$ cat config.mk
export PLATFORM = sky130hd
export DESIGN_NAME = gb5_cell
export DESIGN_NICKNAME = d
export VERILOG_FILES = /design/src/rtl/core/gb5_pkg.sv /design/src/rtl/core/gb5_cell.sv
export SDC_FILE = /design/constraint.sdc
export NUM_CORES = 1
export LEC_CHECK = 0
export ABC_AREA = 1
export BUFFER_PORTS_ARGS = -buffer_cell sky130_fd_sc_hd__buf_2
export CAP_MARGIN = 5
export CORE_UTILIZATION = 51
export DETAILED_ROUTE_END_ITERATION = 10
export HOLD_SLACK_MARGIN = 0.05
export MAX_ROUTING_LAYER = met4
export PLACE_DENSITY_LB_ADDON = 0.08
export SLEW_MARGIN = 5
export SYNTH_ARGS = -nofsm -noshare
export SYNTH_HDL_FRONTEND = slang
export SYNTH_SLANG_ARGS = --single-unit
$ cat constraint.sdc
create_clock -name i_clk -period 2.9 [get_ports i_clk]
set_input_delay 0.435 -clock i_clk [delete_from_list [all_inputs] [get_ports i_clk]]
set_output_delay 0.435 -clock i_clk [all_outputs]
set_load 0.01 [all_outputs]
$ cat src/rtl/core/gb5_pkg.sv
// Shared types, constants and helpers for the 5x5 binomial blur stream unit.
// No dependencies; imported by every module of the block except gb5_ram.
package gb5_pkg;

    localparam int PIX_W     = 9;                 // pixel width
    localparam int COL_W     = 13;                // column / row counter width
    localparam int CFG_W     = 14;                // configuration data width
    localparam int CFG_IDX_W = 1;                 // configuration register index width
    localparam int N_TAPS    = 5;                 // kernel size
    localparam int N_LINES   = N_TAPS - 1;        // stored previous rows
    localparam int VSUM_W    = PIX_W + 4;         // vertical 1-4-6-4-1 sum
    localparam int SUM_W     = PIX_W + 8;         // full 5x5 sum
    localparam int WGT_W     = 3;
    localparam int LB_WIDTH  = N_LINES * PIX_W;   // one line memory word: a column of 4 rows
    localparam int MAX_WIDTH = 8192;

    localparam logic [CFG_W-1:0] DIM_MIN        = CFG_W'(5);
    localparam logic [CFG_W-1:0] WIDTH_MAX      = CFG_W'(MAX_WIDTH);
    localparam logic [CFG_W-1:0] HEIGHT_MAX     = CFG_W'(8192);
    localparam logic [CFG_W-1:0] WIDTH_DEFAULT  = CFG_W'(7680);
    localparam logic [CFG_W-1:0] HEIGHT_DEFAULT = CFG_W'(4320);

    localparam logic [WGT_W-1:0] C_BINOM [N_TAPS] = '{3'd1, 3'd4, 3'd6, 3'd4, 3'd1};

    typedef enum logic [CFG_IDX_W-1:0] {
        REG_IMAGE_WIDTH  = 1'b0,
        REG_IMAGE_HEIGHT = 1'b1
    } t_reg_idx;

    // Position info that follows a request down the pipeline
    typedef struct packed {
        logic             emit;
        logic             last;
        logic [COL_W-1:0] col;
        logic [COL_W-1:0] row;
    } t_meta;

    function automatic logic [CFG_W-1:0] clamp_dim(input logic [CFG_W-1:0] v,
                                                   input logic [CFG_W-1:0] hi);
        logic [CFG_W-1:0] r;
        if (v < DIM_MIN) begin
            r = DIM_MIN;
        end else if (v > hi) begin
            r = hi;
        end else begin
            r = v;
        end
        return r;
    endfunction

endpackage

$ cat src/rtl/core/gb5_cell.sv
// One horizontal tap of the blur: adds weight * column sum to the partial sum
// handed over by its left neighbor. Depends on gb5_pkg.
module gb5_cell
    import gb5_pkg::*;
(
    input  logic              i_clk,
    input  logic              i_en,
    input  logic [WGT_W-1:0]  i_weight,
    input  logic [VSUM_W-1:0] i_vsum,
    input  logic [SUM_W-1:0]  i_acc,
    output logic [SUM_W-1:0]  o_acc
);

    logic [SUM_W-1:0] r_acc;
    logic [SUM_W-1:0] n_acc;

    always_comb begin
        n_acc = i_acc + SUM_W'(i_weight) * SUM_W'(i_vsum);
    end

    always_ff @(posedge i_clk) begin
        if (i_en) begin
            r_acc <= n_acc;
        end
    end

    assign o_acc = r_acc;

endmodule

# Yosys cells after proc, flatten, opt, wreduce, memory -nomap -nowiden

Index checks and enable logic that the tools add are counted.

Logic and storage cells: 3
Output and inout bits: 17
Register bits: 17
Bits of input ports: 35

Multiply operators: 1
$add $sub $neg: 1

Operator list:

| cell           | number |
|---|---|
| $add 17x16->17 | 1 |
| $mul 3x13->16  | 1 |

# Logic depth before layout (Yosys ltp)

Word-level depth: 2
Mapped depth: 16
Mapped depth without buffers: 15

# Least setup slack after synthesis

Ideal clock, no wire load.

Path kind: in2reg
From: input port i_weight[2]
To: register r_acc[13], in the netlist o_acc[13] (data pin)
Required time: 2,647 ps
Library setup time: 253 ps
Path slack: -209 ps
Stages on the path: 13
Data arrival time: 2,856 ps
Cell sequence: clkbuf_1 -> nand2_1 -> fa_1 -> inv_1 -> fa_1 -> inv_1 -> fa_1 -> inv_1 -> nand3_1 -> nand3_1 -> nand3_1 -> nand4_1 -> nand2_1

Cells in the longest elaborated chain, start to end: 2

RTL lines:

| element              | RTL line       | source |
|---|---|---|
| start, declared      | gb5_cell.sv:8  | `input logic [WGT_W-1:0] i_weight,` |
| $mul 3x13->16        | gb5_cell.sv:18 | `n_acc = i_acc + SUM_W'(i_weight) * SUM_W'(i_vsum);` |
| $add 17x16->17       | gb5_cell.sv:18 |  |
| named net n_acc[13]  | gb5_cell.sv:15 | `logic [SUM_W-1:0] n_acc;` |
| end signal, assigned | gb5_cell.sv:23 | `r_acc <= n_acc;` |
| end, declared        | gb5_cell.sv:14 | `logic [SUM_W-1:0] r_acc;` |

The timed path passes the listed nets, and every way through them passes these cells.
A chain may end at the register's enable or synchronous reset.

# Worst setup path after layout

From: input port i_weight[0]
To: register r_acc[16], in the netlist o_acc[16] (data pin)

Same word-level chain as after synthesis.

==> run_results.csv <==
group,metric,value,unit
synthesis,synth-seq-area-share,0.2030,
timing,timing.final.crit_share,0.9372,
timing,slew_headroom,0.7734,
synthesis,synth_fp_nets,439,
synthesis,ys_ff_latch,17,
pwr,p_sw_frac,0.4077,
clock_network,h-tree-depth,1,
detailed_routing,drt-initial-drc-count,75,
floorplan,die_w,72.22,um
clock_network,cts-root-buf,"clkbuf_8",
pwr,p_switching,684.2,uW
cells_and_area,multi_input_area,0.001642,mm2
grt,grt_pass1_vias,1908,
grt,gr-total-overflow,0,
timing,hold_ws,0.5107,ns
setup_path,path_class,"input port to register",
synthesis,ys_types,21,
pwr,p_int,993.9,uW
placement,placed_cells,498,
detailed_routing,routed_via_density,4.153,
cells_and_area,fin_cells,502,
setup_path,critPathArrivalTime,2.72,ns
floorplan,fp.coreArea,0.004723,mm2
clock_network,postCtsSetupBuffers,0,
timing,fin_crit,2.718,ns
floorplan,die_h,72.22,um
worst_hold_path,min_to,"o_acc[16]",
detailed_routing,drc,0,
synthesis,avgSynthCellArea,6.986,um2
cells_and_area,nNetsFinal,515,
grt,grt_max_degree,18,
setup_path,worstPathRequired,2.90,ns
grt,grtUsageTotal,0.1852,
pwr,powerDensity,519.4,mW/mm2
synthesis,ys_warn_count,0,
pwr,pwr-share-seq,0.237,
worst_hold_path,min_path_cells,3,
cells_and_area,drive_gt1_frac,0.2598,
cells_and_area,area_growth,28.46,%
timing,finalSetupViolations,0,
worst_hold_path,min_path_type,"input port to register",
cells_and_area,antenna_cells,0,
detailed_routing,vias,2085,
clock_network,cts_buffers,3,
synthesis,syn_inst,360,
synthesis,synthTopCellsByArea,"edfxtp_1 (20%), fa_1 (20%), inv_1 (20%), nand2_1 (17%), ha_1 (9.5%)",
grt,antenna_found_initial,0,
pwr,peakVddDrop,0.2153,mV
job,cap_violations,0,
timing,hold_viol,0,
pwr,p_leak,2.042,nW
placement,portBuffers,51,
timing,fmax,367.9,MHz
floorplan,ios,52,
detailed_routing,wl_per_cell,8.721,um
clock_network,cts_tree,"yes",
synthesis,synth_area,0.002515,mm2
cells_and_area,seqCellArea,510.5,um2
floorplan,start_util,0.5325,
outcome,status,"complete, no violations",
detailed_routing,drt_first_pass_iters,4,
floorplan,rows,25,
clock_network,cts.path.max_buffers,2,
clock_network,clkSinkCount,17,
clock_network,cts.clk_slew.worst_paths,0.06,ns
floorplan,die_area,0.005216,mm2
detailed_routing,ant_nets,0,
worst_hold_path,worstHoldStart,"i_acc[16]",
synthesis,synth_top_area_share,0.2030,
pwr,p_clk_frac,0.098,
cells_and_area,fillers,424,
timing,tightestPinTransition,0.3399,ns
placement,gp_congestion,0.9212,
setup_path,setup.worst_path.end_class,"register",
setup_path,startpoint_type,"input port",
timing,timing.final.max_slew_violations,0,
pwr,combPwrFrac,0.665,
grt,grt_pass1_wl,7576,um
cells_and_area,largest_reg_flops,17,
synthesis,synth_top_cell_by_area,"edfxtp_1",
placement,dpl.hpwl,3943,um
detailed_routing,wirelength,4378,um
setup_path,crit_path_max_fanout,12,
-- timing repair --
item	in CTS	in global routing
hold buffers	0	0
endpoints found under the setup margin	0	9
endpoints found under the hold margin	0	0
resized for setup	0	16
-- how the worst max path moves through the flow --
stage / from / to / slack [ns] / cells past startpoint
6_report: i_weight[0] / o_acc[16] / 0.18 / 15
3_5_place_dp: i_weight[2] / o_acc[14] / -0.21 / 16
2_1_floorplan: i_weight[1] / o_acc[16] / 0.01 / 16
4_1_cts: i_weight[2] / o_acc[14] / 0.05 / 16
5_1_grt: i_weight[0] / o_acc[16] / -0.02 / 16
3_3_place_gp: i_weight[2] / o_acc[13] / -0.16 / 13
-- kinds of logic after synthesis --
logic type,Yosys count,share of synthesized area
and+or+nand+nor,145,0.2507
buffers and inverters,138,0.2060
adders and majority gates,44,0.2935
DFF,17,0.2030
AOI/OAI and AO/OA,9,0.02239
xor gates and xnor gates,7,0.02438
-- power groups by stage --
stage | Sequential [mW] | Combinational (mW) | Clock, mW
3_3_place_gp | 0.403 | 1.05 | 0
4_1_cts | 0.399 | 1.08 | 0.169
3_5_place_dp | 0.404 | 1.07 | 0
6_report | 0.398 | 1.12 | 0.164
2_1_floorplan | 0.453 | 0.675 | 0
5_1_grt | 0.405 | 1.27 | 0.178
-- synthesized netlist by cell type --
library cell and n:
edfxtp_1 17, xnor2_1 3, nand2_1 112, inv_1 132, nand3_1 10, nor3_2 3
a21oi_1 8, nand3_2 1, inv_2 3, fa_1 25, or2_4 1, xor2_1 4
nand2_2 5, ha_1 19, nand3b_4 1, nand2_4 1, nor2_1 8, a21oi_4 1
clkbuf_1 3, nand4_1 2, nor2_2 1
-- worst max-delay path, cell delays in order --
cell and delay [ns]:
clkbuf_4 0.18, nand2_1 0.08, inv_1 0.05, fa_1 0.48, inv_1 0.05, fa_1 0.49
inv_1 0.06, ha_4 0.24, or2_4 0.27, nand3_2 0.08, nand2_2 0.09, nand2_1 0.09
nand2_1 0.05, nand2_1 0.05, nand2_1 0.04
-- cells in the final DEF (no fill, tap or decap) --
| cell | count |
|---|---|
| nor3_2 | 3 |
| a21oi_1 | 4 |
| nand3_2 | 2 |
| xnor2_1 | 3 |
| buf_6 | 2 |
| inv_2 | 3 |
| or2_4 | 1 |
| nand2_1 | 109 |
| ha_1 | 9 |
| fa_1 | 24 |
| clkbuf_1 | 1 |
| clkbuf_4 | 1 |
| ha_4 | 10 |
| a21oi_2 | 4 |
| nand3b_4 | 1 |
| buf_2 | 48 |
| nand3_1 | 9 |
| xor2_1 | 4 |
| fa_2 | 1 |
| clkbuf_8 | 3 |
| nor2_2 | 1 |
| nor2_1 | 8 |
| inv_1 | 132 |
| nand2_4 | 1 |
| buf_4 | 23 |
| a21oi_4 | 1 |
| edfxtp_1 | 17 |
| nand2_2 | 8 |
| nand4_1 | 2 |
-- area by class of cell --
type | count | share of cell area
clock buffers | 4 | 0.01394
inverters | 135 | 0.1569
multi-input cells | 205 | 0.5081
flip-flops and latches | 17 | 0.1580
well taps | 67 | 0.02595
repair buffers | 74 | 0.1371
-- per-layer routing --
layer / track usage / wire [um]
met1: 0.2466 / 2236
met2: 0.3022 / 1986
met3: 0.008333 / 116
met4: 0.06754 / 38
met5: - / 0
-- stage by stage --
step                      setup slack [ns]    util  TNS [ns]  area (um2)  total power [mW]
after floorplan                    0.01340       -         0        2620             1.129
after global placement             -0.1583  0.6593    -1.327        3114             1.457
after detailed placement           -0.2103  0.6593    -1.846        3114             1.477
after CTS                          0.05407  0.6689         0        3159             1.646
after global routing              -0.02050  0.6840  -0.02050        3231             1.858
final                               0.1822  0.6840         0        3231             1.678
(Power assumes the default switching activity.)
