**config.mk**
```make
export PLATFORM = sky130hd
export DESIGN_NAME = gb5_ram
export DESIGN_NICKNAME = d
export VERILOG_FILES = /design/src/rtl/core/gb5_ram.sv
export SDC_FILE = /design/constraint.sdc
export NUM_CORES = 1
export LEC_CHECK = 0
export ABC_AREA = 1
export BUFFER_PORTS_ARGS = -buffer_cell sky130_fd_sc_hd__buf_2
export CELL_PAD_IN_SITES_DETAIL_PLACEMENT = 1
export CELL_PAD_IN_SITES_GLOBAL_PLACEMENT = 2
export CORE_MARGIN = 1.5
export CORE_UTILIZATION = 40
export CTS_CLUSTER_DIAMETER = 50
export DETAILED_ROUTE_END_ITERATION = 10
export PLACE_DENSITY_LB_ADDON = 0.05
export SYNTH_ARGS = -nofsm -noshare
export SYNTH_HDL_FRONTEND = slang
export SYNTH_SLANG_ARGS = --single-unit
```
**constraint.sdc**
```tcl
create_clock -name i_clk -period 3.35 [get_ports i_clk]
set_clock_uncertainty 0.2 [all_clocks]
set_input_delay 0 -clock i_clk [delete_from_list [all_inputs] [get_ports i_clk]]
set_output_delay 0 -clock i_clk [all_outputs]
set_load 0.005 [all_outputs]
```
**src/rtl/core/gb5_ram.sv**
```systemverilog
// Generic simple dual-port RAM: one write port, one read port with registered data.
// No dependencies. Read during write to the same address returns the old word.
module gb5_ram #(
    parameter int WIDTH = 8,
    parameter int DEPTH = 16
) (
    input  logic                     i_clk,
    input  logic                     i_wr_en,
    input  logic [$clog2(DEPTH)-1:0] i_wr_addr,
    input  logic [WIDTH-1:0]         i_wr_data,
    input  logic                     i_rd_en,
    input  logic [$clog2(DEPTH)-1:0] i_rd_addr,
    output logic [WIDTH-1:0]         o_rd_data
);

    logic [WIDTH-1:0] r_mem [DEPTH];
    logic [WIDTH-1:0] r_rd_data;

    always_ff @(posedge i_clk) begin
        if (i_wr_en) begin
            r_mem[i_wr_addr] <= i_wr_data;
        end
        if (i_rd_en) begin
            r_rd_data <= r_mem[i_rd_addr];
        end
    end

    assign o_rd_data = r_rd_data;

endmodule

```
* After elaboration in Yosys (flattened, before gate mapping)
Memories as Yosys holds them, arrays and structs flattened. A register that Yosys moved wholly into a read port is not among the register bits.
Cells that the tools add are included.
** Storage, ports and cells
- Register bits :: 0
- Bits in writable memories :: 128
- Input port bits :: 19
- Word-level logic and storage cells :: 3
- Memories :: 1
** Memories
- r_mem :: words 16, bits a word 8, rd ports 1, clocked after memory_dff 1, write ports 1, RTL line 16 : logic [WIDTH-1:0] r_mem [DEPTH];
** Operators by class
- Mux-type cells :: 2
** Operators with widths (count)
- 1-bit two-way mux :: 2

* Logic depth before layout (Yosys ltp)
Gate-level depths: netlist of the first run.
- Word-level depth :: 2
- Depth in mapped cells :: 8

* Worst setup path before layout of the first run
Ideal clock, no wire load.
- Kind :: input to register
- From :: input i_wr_addr[2]
- To :: memory r_mem[10][0], enable pin
- Arrival time :: 581 ps
- Data required time :: 2780 ps
- Slack :: 2199 ps
- Stages on the path :: 2
- Buffers on the path :: 0
- Cell sequence :: nand3b_1 nor2_1
** RTL lines
- from (decl) :: RTL line 9 : input logic [$clog2(DEPTH)-1:0] i_wr_addr,
- to (decl) :: RTL line 16
Straight into the memory's write port.

==> impl_metrics.env, run 1 <==
export IMPL_status="finished clean"
export IMPL_ant_nets=0
export IMPL_gp_congestion=0.799
export IMPL_drive_gt1_frac=0.100
export IMPL_seq_area_frac_synth=0.698
export IMPL_path_clk_slew_ns=0.06
export IMPL_route_detailed_drc=0
export IMPL_routed_wl_mm=15.2
export IMPL_syn_area_sq_um=5850
export IMPL_cp_max_fo=17
export IMPL_worstSetupPathType="input port to flip-flop"
export IMPL_area_growth_pct=15.7
export IMPL_wl_per_cell_um=19.3
export IMPL_post_route_min_period_ns=1.84
export IMPL_fp_dieH_um=124
export IMPL_cts_tree="done"
export IMPL_grt_pass1_wl_mm=23.1
export IMPL_die_x_um=124
export IMPL_peakVddDrop_v=0.000306
export IMPL_grt_pass1_vias=3831
export IMPL_setup_ws_ns=1.51
export IMPL_fmax_mhz=542
export IMPL_hold_path_class="input port to flip-flop"
export IMPL_clockBufferDepth=2
export IMPL_whs_ns=0.0209
export IMPL_port_buffers=26
export IMPL_dpl_hpwl_mm=9.54
export IMPL_place_area_sq_um=6070
export IMPL_power_density_nw_per_um2=596
export IMPL_netlist_instances=551
export IMPL_dieArea_sq_um=15400
export IMPL_syn_avg_cell_area_sq_um=10.6
export IMPL_yosys_warnings=0
export IMPL_hold_viol=0
export IMPL_tightestPinTransition_ns=0.934
export IMPL_io_pins=27
export IMPL_nNetsFinal=606
export IMPL_final_max_slew_violation_count=0
export IMPL_arrival_ns=1.82
export IMPL_grt_usage=0.216
export IMPL_root_buffer="clkbuf_16"
export IMPL_antenna_found_initial=0
export IMPL_cts_buffers_inserted=17
export IMPL_final_area_sq_um=6770
export IMPL_synth_fp_nets=570
export IMPL_drv_cap=0
export IMPL_synth_seq_cells=136
export IMPL_drt_first_pass_iters=5
export IMPL_required_ns=3.32
export IMPL_yosysUniqueCellTypes=11
export IMPL_std_cell_rows=44
export IMPL_fin_crit_sh=0.551
export IMPL_vias_per_cell=4.84
export IMPL_grt_max_degree=65
export IMPL_dr_total_vias=3796
export IMPL_rsz0062_at_grt="no"
export IMPL_end_kind="flip-flop"
export IMPL_num_antenna_cells=0
export IMPL_p_leak_nw=2.87
export IMPL_cts_sink_count=136
export IMPL_start_kind="input port"
export IMPL_clk_latency_ns=0.42
export IMPL_core_area_sq_um=14400
export IMPL_setup_viol=0
export IMPL_grt_overflow=0
export IMPL_htreeDepth=4
export IMPL_slew_headroom=0.375
export IMPL_first_iter_violations=274
export IMPL_place_ws_ns=1.40
export IMPL_fin_tns_setup_ns=0
export IMPL_start_util=0.405
==> worst max-delay path, stage by stage <==
cell	delay, ns
dlygate4sd3_1	0.54
buf_2	0.25
inv_1	0.50
nand3_1	0.24
nand3_1	0.19
nand2_1	0.07
==> cell type report <==
| class | instances | area, sq um |
|---|---|---|
| fillers | 1604 | 7660 |
| flip-flops and latches | 136 | 4080 |
| multi-input cells | 289 | 1210 |
| clock buffers | 17 | 425 |
| inverters | 102 | 383 |
| repair buffers | 41 | 270 |
| well taps | 184 | 230 |
| clock inverters | 15 | 159 |
==> metal layers <==
metal / GRT usage / routed length, um / part of all wire
met1: 0.298 / 7220 / 0.48
met4: 0.0930 / 296 / 0.020
met5: 0 / 0 / 0
met3: 0.0449 / 584 / 0.038
met2: 0.332 / 7070 / 0.47
==> metrics by stage <==
stage	utilization	instances	total power, mW
floorplan	-	551	2.10
detailed placement	0.421	741	2.20
finish	0.469	784	4.03
global placement	0.421	741	2.20
global route	0.469	784	4.16
CTS	0.469	784	4.07
==> power breakdown <==
group / leakage [nW] / internal [mW] / switching [mW]
Clock: 0.275 / 1.16 / 0.711
Sequential: 1.24 / 1.92 / 0.0110
Combinational: 1.36 / 0.0679 / 0.172
Total: 2.87 / 3.14 / 0.893
==> final timing paths <==
| check | start | cells past startpoint | endpoint | slack (ns) |
|---|---|---|---|---|
| hold reg to reg | r_mem[11][3]$_DFFE_PP_ | 6 | o_rd_data[3]$_DFFE_PP_ | 0.55 |
| setup / recovery | i_rd_addr[2] | 6 | o_rd_data[1]$_DFFE_PP_ | 1.51 |
| setup reg to reg | r_mem[7][3]$_DFFE_PP_ | 6 | o_rd_data[3]$_DFFE_PP_ | 1.92 |
| hold / removal | i_wr_en | 3 | r_mem[2][1]$_DFFE_PP_ | 0.02 |
==> Yosys cell counts <==
library cell,number,share of area
nor2_1,17,0.011
buf_1,1,0.00064
buf_2,13,0.011
nand3b_1,2,0.0026
inv_1,100,0.064
buf_6,6,0.012
nand3_1,97,0.083
buf_4,4,0.0051
nand2_1,173,0.11
inv_2,2,0.0013
edfxtp_1,136,0.70
==> timing repair <==
action,4_1_cts,5_1_grt
gates resized for setup,0,0
hold buffers,11,0
hold endpoints to repair,144,0
buffers inserted,0,0
==> kinds of logic (layout without fill, tap and decap cells) <==
family	count (synthesis)	count (layout)	share of synthesized area
simple gates	289	289	0.208
flops	136	136	0.698
buf+inv	126	175	0.0939
==> cells in the final DEF, fill, tap and decap left out <==
master | netlist | final
buf_2 | 13 | 26
buf_4 | 4 | 4
bufinv_16 | 0 | 3
clkbuf_16 | 0 | 17
clkinv_1 | 0 | 4
clkinv_2 | 0 | 3
clkinvlp_4 | 0 | 4
dlygate4sd3_1 | 0 | 11
edfxtp_1 | 136 | 136
inv_1 | 100 | 100
inv_2 | 2 | 2
inv_6 | 0 | 1
nand2_1 | 173 | 173
nand3_1 | 97 | 97
nand3b_1 | 2 | 2
nor2_1 | 17 | 17
==> registers in the layout (all words and copies together) (netlist names) <==
register   flops
r_mem        128
o_rd_data      8
(Power assumes the default switching activity.)
==> run 2: changes to the inputs <==
ABC_AREA = 0   (was 1)
clock period = 1.8 ns   (was 3.35 ns; I/O delays follow)
==> impl_metrics.env, run 2 <==
export IMPL_synth_seq_cells=136
export IMPL_seqCellArea_sq_um=4080
export IMPL_grt_overflow=0
export IMPL_ys_flop_type="edfxtp_1"
export IMPL_area_growth_pct=22.5
export IMPL_ant_nets=0
export IMPL_grt_usage=0.176
export IMPL_worstSetupPathType="flip-flop to flip-flop"
export IMPL_slew_headroom=0.703
export IMPL_synthArstFlopShare=0
export IMPL_yosys_warnings=0
export IMPL_htreeDepth=4
export IMPL_dieArea_sq_um=13800
export IMPL_largest_register_ffs=128
export IMPL_synth_edf_count=136
export IMPL_tightestPinTransition_ns=0.446
export IMPL_status="finished clean"
export IMPL_synthTopCellsByCount="136 x edfxtp_1, 18 x mux4_2, 16 x a22oi_1"
export IMPL_final_area_sq_um=6400
export IMPL_syn_area_sq_um=5230
export IMPL_cp_max_fo=1
export IMPL_dp_cells=441
export IMPL_antenna_found_initial=0
export IMPL_multiInputGateArea_sq_um=1060
export IMPL_regToRegSetupSlack_ns=0.08
export IMPL_min_delay_worst_endpoint="o_rd_data[3]$_DFFE_PP_"
export IMPL_p_leak_nw=2.19
export IMPL_end_kind="flip-flop"
export IMPL_power_mw=7.29
export IMPL_synth_fp_nets=248
export IMPL_place_area_sq_um=5720
export IMPL_mostFrequentLayoutCells="136 x edfxtp_1, 26 x buf_2, 20 x buf_4"
export IMPL_n_fill_cell=1163
export IMPL_fp_dieH_um=117
export IMPL_root_buffer="clkbuf_16"
export IMPL_dpl_hpwl_mm=6.90
export IMPL_whs_ns=0.0296
export IMPL_vias_per_cell=5.16
export IMPL_num_antenna_cells=0
export IMPL_fin_crit_sh=0.954
export IMPL_r2r_end="o_rd_data[1]$_DFFE_PP_"
export IMPL_required_ns=1.76
export IMPL_power_density_nw_per_um2=1140
export IMPL_die_x_um=117
export IMPL_grt_max_degree=33
export IMPL_synthTopCellsByArea="edfxtp_1 78%, mux4_2 7.8%, mux4_1 7.0%"
export IMPL_route_detailed_drc=0
export IMPL_wl_per_cell_um=22.6
export IMPL_r2r_start="r_mem[1][1]$_DFFE_PP_"
export IMPL_path_clk_slew_ns=0.05
export IMPL_rsz0062_at_grt="no"
export IMPL_synth_top_area_share=0.781
export IMPL_instances_no_fill=485
export IMPL_start_util=0.413
export IMPL_cts_buffers_inserted=17
export IMPL_drv_cap=0
export IMPL_arrival_ns=1.67
export IMPL_syn_avg_cell_area_sq_um=22.8
export IMPL_std_cell_rows=41
export IMPL_fmax_mhz=582
export IMPL_core_area_sq_um=12700
export IMPL_netlist_instances=229
export IMPL_dr_total_vias=2504
export IMPL_post_route_min_period_ns=1.72
export IMPL_nNetsFinal=319
export IMPL_drive_gt1_frac=0.304
export IMPL_io_pins=27
export IMPL_port_buffers=26
export IMPL_synth_most_common_cell="edfxtp_1"
export IMPL_first_iter_violations=171
export IMPL_synth_area_leader_cell="edfxtp_1"
export IMPL_yosysUniqueCellTypes=18
export IMPL_grt_pass1_wl_mm=16.9
export IMPL_peakVddDrop_v=0.000633
export IMPL_cts_sink_count=136
export IMPL_holdCritStartpoint="i_rd_addr[3]"
export IMPL_cts_tree="done"
export IMPL_clk_latency_ns=0.41
export IMPL_hold_path_class="input port to flip-flop"
export IMPL_min_path_cells=5
export IMPL_drt_first_pass_iters=4
export IMPL_start_kind="flip-flop"
export IMPL_seq_area_frac_synth=0.781
export IMPL_r2r_cells=3
export IMPL_largest_register="r_mem"
export IMPL_setup_viol=0
export IMPL_final_common_cell="edfxtp_1"
export IMPL_gp_congestion=0.682
export IMPL_fin_tns_setup_ns=0
export IMPL_grt_pass1_vias=2714
export IMPL_final_max_slew_violation_count=0
export IMPL_clockBufferDepth=2
export IMPL_routed_wl_mm=10.9
export IMPL_hold_viol=0
[run 2: cell types whose count changed after synthesis, sizes merged, moves of 2 or more]
cell | previous run | this run
nand3 | 97 | 1
clkdlybuf4s25 | 0 | 3
inv | 102 | 0
mux4 | 0 | 32
nand2b | 0 | 2
buf | 24 | 7
nand2 | 173 | 9
nor2 | 17 | 13
a22oi | 0 | 16
nor3 | 0 | 4
[run 2: timing repair]
action | 4_1_cts | 5_1_grt
setup buffers | 0 | 0
gates resized for setup | 0 | 0
hold buffers | 12 | 0
endpoints found under the hold margin | 168 | 0
endpoints found under the setup margin | 0 | 0
[run 2: cell families (layout without fill, tap and decap cells)]
| logic type | after synthesis | in the layout | share of synthesized area |
|---|---|---|---|
| AO/OA/AOI/OAI | 16 | 16 | 0.0230 |
| flip-flops | 136 | 136 | 0.781 |
| AND/OR/NAND/NOR | 35 | 35 | 0.0314 |
| multiplexers | 32 | 32 | 0.148 |
| buffers and inverters | 10 | 94 | 0.0165 |
[run 2: where the power goes]
group | internal, mW | leakage (nW) | switching (mW) | total [mW]
Combinational | 0.168 | 0.670 | 0.192 | 0.360
Clock | 2.14 | 0.284 | 1.20 | 3.34
Sequential | 3.57 | 1.24 | 0.0197 | 3.59
[run 2: worst max-delay path, stage by stage (launching register included)]
cell and delay, ns:
edfxtp_1 0.35, mux4_1 0.52, a22oi_1 0.30, nand2_1 0.09
[run 2: worst max path at each step]
stage                          startpoint                endpoint  slack (ns)  cells after the start
floorplan                    i_wr_addr[2]   r_mem[0][0]$_DFFE_PP_        0.11                      2
global placement             i_rd_addr[0]  o_rd_data[7]$_DFFE_PP_       -0.03                      6
detailed placement           i_rd_addr[0]  o_rd_data[7]$_DFFE_PP_       -0.07                      6
CTS                 r_mem[1][1]$_DFFE_PP_  o_rd_data[1]$_DFFE_PP_        0.03                      3
global route                 i_wr_addr[1]   r_mem[0][0]$_DFFE_PP_       0.008                      5
finish              r_mem[1][1]$_DFFE_PP_  o_rd_data[1]$_DFFE_PP_        0.08                      3
[run 2: metal layers]
layer / vias to the layer above / global-route usage / part of all wire
li1: 1123 / - / -
met1: 1316 / 0.226 / 0.45
met2: 49 / 0.280 / 0.50
met3: 16 / 0.0535 / 0.036
met4: 0 / 0.0725 / 0.017
met5: - / 0 / 0
[run 2: area by class of cell]
type,instances,share of cell area
clock buffer,19,0.0676
clock inverter,13,0.0211
multi-input combinational,83,0.165
sequential,136,0.638
tap,172,0.0336
timing repair buffer,62,0.0750
[run 2: stage by stage]
step / worst slack (ns) / util
CTS: 0.0341 / 0.505
floorplan: 0.107 / -
global placement: -0.0326 / 0.451
detailed placement: -0.0698 / 0.451
global route: 0.00802 / 0.505
finish: 0.0828 / 0.505
==> run 3: changes to the inputs <==
CORE_MARGIN = unset   (was 1.5)
==> impl_metrics.env, run 3 (synthesis results as in run 2) <==
export IMPL_drv_cap=0
export IMPL_route_detailed_drc=0
export IMPL_hold_path_class="input port to flip-flop"
export IMPL_cts_buffers_inserted=17
export IMPL_slowest_stage="mux4_2"
export IMPL_mostFrequentLayoutCells="136 x edfxtp_1, 26 x buf_2, 22 x buf_4"
export IMPL_drive_gt1_frac=0.317
export IMPL_p_clk_frac=0.473
export IMPL_io_pins=27
export IMPL_htreeDepth=4
export IMPL_p_sw_mw=1.48
export IMPL_num_antenna_cells=0
export IMPL_setup_viol=0
export IMPL_gp_congestion=0.679
export IMPL_dr_total_vias=2533
export IMPL_place_area_sq_um=5730
export IMPL_nNetsFinal=321
export IMPL_first_iter_violations=122
export IMPL_root_buffer="clkbuf_16"
export IMPL_p_sw_frac=0.197
export IMPL_internal_power_mw=6.03
export IMPL_crit_chain="mux4_2 > a22oi_1 > nand2_1"
export IMPL_place_ws_ns=-0.00926
export IMPL_ctsResizeCount=0
export IMPL_peakVddDrop_v=0.000507
export IMPL_seq_power_share=0.478
export IMPL_power_density_nw_per_um2=1160
export IMPL_post_route_min_period_ns=1.71
export IMPL_port_buffers=26
export IMPL_ant_nets=0
export IMPL_end_kind="flip-flop"
export IMPL_cts_setup_buffers=0
export IMPL_grt_pass1_vias=2706
export IMPL_fp_dieH_um=116
export IMPL_clk_latency_ns=0.42
export IMPL_largest_register_ffs=128
export IMPL_grt_max_degree=17
export IMPL_largest_register="r_mem"
export IMPL_arrival_ns=1.65
export IMPL_final_area_sq_um=6460
export IMPL_status="finished clean"
export IMPL_final_common_cell="edfxtp_1"
export IMPL_worstSetupPathType="flip-flop to flip-flop"
export IMPL_dieArea_sq_um=13500
export IMPL_setup_ws_ns=0.0897
export IMPL_postCtsHoldBufs=12
export IMPL_cts_sink_count=136
export IMPL_routed_wl_mm=10.8
export IMPL_grt_overflow=0
export IMPL_cpPeakStageDelay_ns=0.46
export IMPL_area_growth_pct=23.6
export IMPL_grt_usage=0.180
export IMPL_required_ns=1.74
export IMPL_hold_viol=0
export IMPL_start_util=0.413
export IMPL_drt_first_pass_iters=5
export IMPL_vias_per_cell=5.20
export IMPL_tightestPinTransition_ns=0.399
export IMPL_p_leak_nw=2.20
export IMPL_grt_pass1_wl_mm=16.2
export IMPL_power_mw=7.51
export IMPL_rsz0062_at_grt="no"
export IMPL_comb_power_share=0.049
export IMPL_core_area_sq_um=12700
export IMPL_wl_per_cell_um=22.3
export IMPL_cts_tree="done"
export IMPL_die_x_um=116
export IMPL_dpl_hpwl_mm=7.00
export IMPL_cp_max_fo=1
export IMPL_slew_headroom=0.734
export IMPL_fin_crit_sh=0.950
export IMPL_std_cell_rows=41
export IMPL_path_clk_slew_ns=0.05
export IMPL_antenna_found_initial=0
export IMPL_clockBufferDepth=2
export IMPL_final_max_slew_violation_count=0
export IMPL_fmax_mhz=585
export IMPL_n_fill_cell=1168
export IMPL_start_kind="flip-flop"
run 3: cell count changes in the layout (fill, tap and decap cells not counted):
cell / delta
clkinv_1: -1
clkinv_2: -3
clkinvlp_4: +5
bufinv_16: +1
clkbuf_1: -2
buf_4: +2
run 3: final timing paths:
kind                                               end                   from  cells after the start  slack (ns)
worst min-delay path            o_rd_data[2]$_DFFE_PP_           i_rd_addr[3]                      5        0.04
worst max register to register  o_rd_data[0]$_DFFE_PP_  r_mem[8][0]$_DFFE_PP_                      3        0.09
worst max-delay path            o_rd_data[0]$_DFFE_PP_  r_mem[8][0]$_DFFE_PP_                      3        0.09
worst min register to register  o_rd_data[2]$_DFFE_PP_  r_mem[7][2]$_DFFE_PP_                      3        0.57
run 3: per-stage QoR:
| stage | util | instances | hold WS, ns | setup TNS, ns |
|---|---|---|---|---|
| 2_1_floorplan | - | 229 | -0.101 | 0 |
| 3_3_place_gp | 0.452 | 443 | 0.197 | 0 |
| 3_5_place_dp | 0.452 | 443 | 0.198 | -0.00926 |
| 4_1_cts | 0.510 | 487 | 0.0273 | 0 |
| 5_1_grt | 0.510 | 487 | 0.0599 | 0 |
| 6_report | 0.510 | 487 | 0.0373 | 0 |
run 3: worst max-delay path: cells and delay by family (launching register included):
family,cells,cell delay (ns)
AOI/OAI and AO/OA,1,0.28
DFF,1,0.37
muxes,1,0.46
and+or+nand+nor,1,0.12
run 3: power by group through the flow:
stage / Sequential (mW) / Combinational (mW) / Clock [mW]
6_report: 3.59 / 0.366 / 3.56
5_1_grt: 3.59 / 0.401 / 3.76
4_1_cts: 3.59 / 0.378 / 3.63
3_5_place_dp: 3.65 / 0.359 / 0
3_3_place_gp: 3.65 / 0.354 / 0
2_1_floorplan: 3.65 / 0.180 / 0
run 3: layout make-up:
type / count / area [sq um] / area share
Tap cell: 172 / 215 / 0.0333
Clock inverter: 15 / 184 / 0.0285
Sequential cell: 136 / 4080 / 0.632
Multi-Input combinational cell: 83 / 1060 / 0.164
Clock buffer: 17 / 425 / 0.0658
Timing Repair Buffer: 64 / 495 / 0.0767
run 3: routing by layer:
layer | GRT usage | part of all wire | routed length, um
met1 | 0.239 | 0.45 | 4880
met2 | 0.281 | 0.50 | 5420
met3 | 0.0519 | 0.040 | 430
met4 | 0.0692 | 0.011 | 114
met5 | 0 | 0 | 0
